==> config.mk <==
export PLATFORM = sky130hd
export DESIGN_NAME = ale_ctrl
export DESIGN_NICKNAME = d
export VERILOG_FILES = /design/src/rtl/ale_pkg.sv /design/src/rtl/ale_ctrl.sv
export SDC_FILE = /design/constraint.sdc
export NUM_CORES = 1
export LEC_CHECK = 0
export BUFFER_PORTS_ARGS = -buffer_cell sky130_fd_sc_hd__buf_2
export CAP_MARGIN = 20
export CORE_AREA = 4 4 41 43
export DETAILED_ROUTE_END_ITERATION = 8
export DIE_AREA = 0 0 45 47
export HOLD_SLACK_MARGIN = 0.03
export PLACE_DENSITY = 0.61
export SLEW_MARGIN = 15
export SYNTH_ARGS = -nofsm -noshare
export SYNTH_HDL_FRONTEND = slang
export SYNTH_SLANG_ARGS = --single-unit
==> constraint.sdc <==
create_clock -name clk -period 1.2 [get_ports clk]
set_input_delay 0.24 -clock clk [delete_from_list [all_inputs] [get_ports clk]]
set_output_delay 0.24 -clock clk [all_outputs]
set_load 0.05 [all_outputs]
==> src/rtl/ale_pkg.sv <==
// shared types and constants for the array list engine
`default_nettype none

package ale_pkg;

	localparam int DEPTH  = 128;
	localparam int ADDR_W = $clog2(DEPTH);
	localparam int CNT_W  = $clog2(DEPTH + 1);
	localparam int DATA_W = 32;
	localparam int OP_W   = 3;
	localparam int POS_W  = 8;
	localparam int STS_W  = 2;
	// wide enough to compare a position against count + 1 without wrap
	localparam int CMP_W  = ((CNT_W > POS_W) ? CNT_W : POS_W) + 1;

	typedef enum logic [OP_W-1:0] {
		OP_CLEAR    = 3'd0,
		OP_INSERT   = 3'd1,
		OP_DELETE   = 3'd2,
		OP_LOCATE   = 3'd3,
		OP_RETRIEVE = 3'd4
	} op_t;

	typedef enum logic [STS_W-1:0] {
		ST_OK    = 2'd0,
		ST_FULL  = 2'd1,
		ST_EMPTY = 2'd2,
		ST_RANGE = 2'd3
	} status_t;

	typedef enum logic [2:0] {
		ACT_NONE,
		ACT_CLEAR,
		ACT_INSERT,
		ACT_DELETE,
		ACT_LOCATE,
		ACT_RETRIEVE
	} act_t;

	typedef enum logic [2:0] {
		S_IDLE,
		S_UP,
		S_INS,
		S_DN,
		S_SCAN,
		S_GET,
		S_GRAB,
		S_RESP
	} ale_state_t;

	typedef struct packed {
		logic load;
		logic clr;
		logic run_up;
		logic run_dn;
		logic run_scan;
		logic run_get;
		logic grab;
		logic ins_wr;
		logic dn_done;
		logic scan_miss;
	} ale_cmd_t;

	typedef struct packed {
		act_t act;
		logic issue;
		logic pend;
		logic hit;
	} ale_sts_t;

endpackage

`default_nettype wire

==> src/rtl/ale_ctrl.sv <==
// operation sequencer for the array list engine
`default_nettype none

module ale_ctrl import ale_pkg::*; (
	input  wire logic     clk,
	input  wire logic     arst_n,
	input  wire logic     start,
	input  wire ale_sts_t sts,
	output ale_cmd_t      cmd,
	output logic          busy,
	output logic          done
);

	ale_state_t state_q, state_d;

	always_ff @(posedge clk or negedge arst_n) begin
		if (!arst_n) begin
			state_q <= S_IDLE;
		end else begin
			state_q <= state_d;
		end
	end

	always_comb begin
		state_d = state_q;
		unique case (state_q)
			S_IDLE: begin
				if (start) begin
					unique case (sts.act)
						ACT_INSERT:   state_d = S_UP;
						ACT_DELETE:   state_d = S_DN;
						ACT_LOCATE:   state_d = S_SCAN;
						ACT_RETRIEVE: state_d = S_GET;
						default:      state_d = S_RESP;
					endcase
				end
			end
			S_UP: begin
				if (!sts.issue) begin
					state_d = S_INS;
				end
			end
			S_INS:  state_d = S_RESP;
			S_DN: begin
				if (!sts.issue) begin
					state_d = S_RESP;
				end
			end
			S_SCAN: begin
				if (sts.hit || (!sts.issue && !sts.pend)) begin
					state_d = S_RESP;
				end
			end
			S_GET:  state_d = S_GRAB;
			S_GRAB: state_d = S_RESP;
			S_RESP: state_d = S_IDLE;
			default: state_d = S_IDLE;
		endcase
	end

	always_comb begin
		cmd  = '0;
		busy = 1'b1;
		done = 1'b0;
		unique case (state_q)
			S_IDLE: begin
				busy     = 1'b0;
				cmd.load = start;
				cmd.clr  = start && (sts.act == ACT_CLEAR);
			end
			S_UP:   cmd.run_up = 1'b1;
			S_INS:  cmd.ins_wr = 1'b1;
			S_DN: begin
				cmd.run_dn  = 1'b1;
				cmd.dn_done = !sts.issue;
			end
			S_SCAN: begin
				cmd.run_scan  = 1'b1;
				cmd.scan_miss = !sts.hit && !sts.issue && !sts.pend;
			end
			S_GET:  cmd.run_get = 1'b1;
			S_GRAB: cmd.grab = 1'b1;
			S_RESP: done = 1'b1;
			default: busy = 1'b1;
		endcase
	end

endmodule

`default_nettype wire

Word-level counts from Yosys, hierarchy flattened
Index checks and enable logic that the tools add are counted.
{"block": "totals", "regBits": 3, "output_inout_bits": 12, "elab_cells": 45}
{"block": "op_classes", "muxes": 17, "n_reduce_logical": 11, "eq_ne": 16}
{"cell": "$pmux 3 s7", "n": 1}
{"cell": "$eq 3x3->1 const B", "n": 6}
{"cell": "$eq 3x2->1 const B", "n": 4}
{"cell": "$mux 3", "n": 4}
{"cell": "$pmux 3 s4", "n": 1}
{"cell": "$mux 1", "n": 10}
{"cell": "$ne 2x2->1 const B", "n": 4}
{"cell": "$eq 3x1->1 const B", "n": 2}
{"cell": "$logic_and 1x1->1", "n": 4}
{"cell": "$reduce_and 4->1", "n": 1}
{"cell": "$logic_not 1->1", "n": 3}
{"cell": "$logic_not 3->1", "n": 1}
{"cell": "$mux 2", "n": 1}
{"cell": "$reduce_or 2->1", "n": 1}
{"cell": "$logic_or 1x1->1", "n": 1}

Logic depth before layout (Yosys ltp)
{"block": "logic_depth", "word_depth": 5, "ltp_mapped": 4, "mapped_depth_nobuf": 3}

Worst setup path after synthesis
Ideal clock, no wire load.
{"block": "synth_timing", "kind": "register to output", "from": "register state_q[1]", "to": "output port cmd[0] in the netlist's numbering", "path_buffers": 1, "arrival_ns": 1.954, "path_stages_with_launch": 4, "slack_ns": -0.994, "t_required_ns": 0.960, "cell_sequence": "dfrtp_1 buf_6 nor4b_2 nor3b_1"}
{"item": "start: declaration", "line_no": "ale_ctrl.sv:14", "rtl": "ale_state_t state_q, state_d;"}
{"item": "start signal: assignment", "line_no": "ale_ctrl.sv:20", "rtl": "state_q <= state_d;"}
{"item": "end: declaration", "line_no": "ale_ctrl.sv:9", "rtl": "output ale_cmd_t cmd,"}

==> metrics.txt <==
CTS max path bufs 2; Ant. Diodes 0; row cnt 13; Final period util 135.5%; PwrDens 2736 nW/um2; Detailed Place HPWL 747 um; CTS clk-pin slew, worst paths 0.04 ns; Crit Reg-Reg Startpoint state_q[2]; first-pass GRT wire length about 1600 um; Critical Path Max Stage Delay roughly 0.45 ns; post-synth net total 47; CP max stage cell dfrtp_2; worst-skew pair later-pin latency 0.23 ns; CP cell instances nor3_2 > and2_4 > and3_4 > buf_8; Netlist cell types 23; share of layout cells above drive strength 1 80.00%; number of synthesized register bits 3; failing checks negative setup slack; Vert. Die Dim 47 um; RSZ-0062 raised after global routing true; setup violators final 15; H-Tree Depth 1; final WL 1063 um; area share of the largest cell type after synthesis 22.06%; die area 2115 um2; LEAKAGE 0.3679 nW; Post-Syn Instances 38; VDD IR-drop max ~0.0015 V; area grow syn2layout 137.1%; CTS buffer count 3; actual slew at the worst max-slew pin 0.2755 ns; initial antenna violation count 0; TritonCTS clock tree built; core box area 1301 um2; Register-to-Register Path Depth 5; wire per inst 11.81 um; sequential share of the synthesized area 22.06%; EDFF count, synth 0; largest net degree at the start of global routing 9; # port buffers 20; crit end category output pin; biggest regs state_q x3; total power after layout 2.208 mW; Critical Setup Path Class reg2out; largest fanout on the critical path 6; ys async rst share 100.0%; DRC 0; status finished, violations left; max-slew violations 0; Ys Warns 0; final setup margin -0.4257 ns; Final Util 62.02%; max-cap viol count 0; Clock Skew 0.0002078 ns; Hold Fails Final Rpt 0; max reg flops 3; CTS Root Cell clkbuf_4; I/O pin cnt 21; Final #Nets 85; CP startpoint kind register; Mapped Area 340.3 um2; Largest Register state_q; GRT Residual Overflow 0; FMAX 615.1 MHz; Iteration-0 DRC Markers 7; setup slack at placement -0.3163 ns; # fillers 119; Synth area leader dfrtp_1; Hold Crit Class in2async; vias in the first global route 393; via count roughly 400; reg-to-reg endpoint state_q[1]; setup total negative slack -4.549 ns; DR pass1 iterations 3; die width 45 um; max_slew headroom 81.49%; WP data arrival 1.39 ns; Required @ worst endpoint 0.96 ns; Main synth FF type dfrtp_1; reg2reg setup slack -0.20 ns; GRT Util Overall 11.09%; gp weighted congestion roughly 0.76; Area contributors post-synth dfrtp_1 22%, buf_6 9.9%, and3b_2 8.8%; Vias/cell 4.456; initial core utilization 26.15%; Syn Area/Cell approximately 9.0 um2; min Tclk post-route 1.626 ns; clk sinks 3; Final ANT Viol Nets 0
==> cell families (layout without fill, tap and decap cells) <==
logic type,count (synthesis),count (layout),synth area share (%)
simple gates,22,22,49.63
compound gates,7,7,15.07
buf+inv,6,43,13.23
flops,3,3,22.06
==> area by class of cell <==
cell class | count | area, um2 | share of cell area, %
timing repair buffer | 36 | 347.8 | 43.10
multi-input combinational | 29 | 325.3 | 40.31
inverter | 3 | 11.26 | 1.395
tap | 15 | 18.77 | 2.326
sequential | 3 | 77.57 | 9.612
clock buffer | 4 | 26.28 | 3.256
==> repair_timing <==
item | 4_1_cts | 5_1_grt
hold buffers | 1 | 0
endpoints found under the hold margin | 3 | 0
gates resized for setup | 38 | 12
setup endpoints to repair | 15 | 15
pin swaps | 3 | 6
buffers inserted | 1 | 5
==> placed cells by master (no fill, tap or decap), drive strengths merged <==
cell | netlist | final
and3b | 3 | 3
o21ai | 3 | 3
nor4 | 1 | 1
a31o | 1 | 1
nor3b | 4 | 4
inv | 3 | 3
nor4b | 2 | 2
nor2b | 1 | 1
or2b | 1 | 1
nand2 | 1 | 1
and3 | 1 | 1
o311a | 1 | 1
dfrtp | 3 | 3
and2 | 1 | 1
dlygate4sd3 | 0 | 1
nor2 | 4 | 4
o2111a | 1 | 1
nand3 | 1 | 1
nor3 | 2 | 2
buf | 3 | 35
a21oi | 1 | 1
clkbuf | 0 | 4
==> routing by layer <==
metal	up-vias	share of wire, %	GRT usage, %
li1	215	-	-
met1	178	40	11.93
met2	8	56	18.64
met3	0	4.2	2.682
met4	0	0	8.772
met5	-	0	0
==> through the flow <==
step / area (um2) / instances / hold slack (ns)
final: 807.0 / 90 / 0.3255
after global routing: 807.0 / 90 / 0.3363
after CTS: 725.7 / 86 / 0.3170
after detailed placement: 571.8 / 81 / 0.03609
after global placement: 571.8 / 81 / 0.03638
after floorplan: 404.1 / 38 / -0.05559
==> synth_stat cells, types with 2 or more instances <==
| cell type | number |
|---|---|
| nor3b_1 | 4 |
| and3b_2 | 3 |
| buf_6 | 3 |
| dfrtp_1 | 3 |
| inv_1 | 3 |
| nor2_1 | 3 |
| nor3_1 | 2 |
| o21ai_0 | 2 |
==> worst max-delay path: cells and delay by family, from the launching register on <==
kind	cells	cell delay, ns
buf+inv	1	0.14
flops	1	0.45
simple gates	3	0.56
==> power by group <==
part           leakage, nW  internal [mW]  switching, mW
Clock               0.0150          0.125         0.0541
Combinational        0.322          0.868          0.905
Sequential          0.0313          0.160         0.0957
==> how the worst max path moves through the flow <==
stage / to / startpoint / depth (start not counted)
global placement: cmd[8] / state_q[0] / 4
finish: cmd[8] / state_q[1] / 4
detailed placement: cmd[8] / state_q[0] / 4
global route: cmd[8] / state_q[1] / 4
floorplan: cmd[8] / state_q[0] / 3
CTS: cmd[0] / state_q[0] / 3
Power figures use the tool's default switching activity.
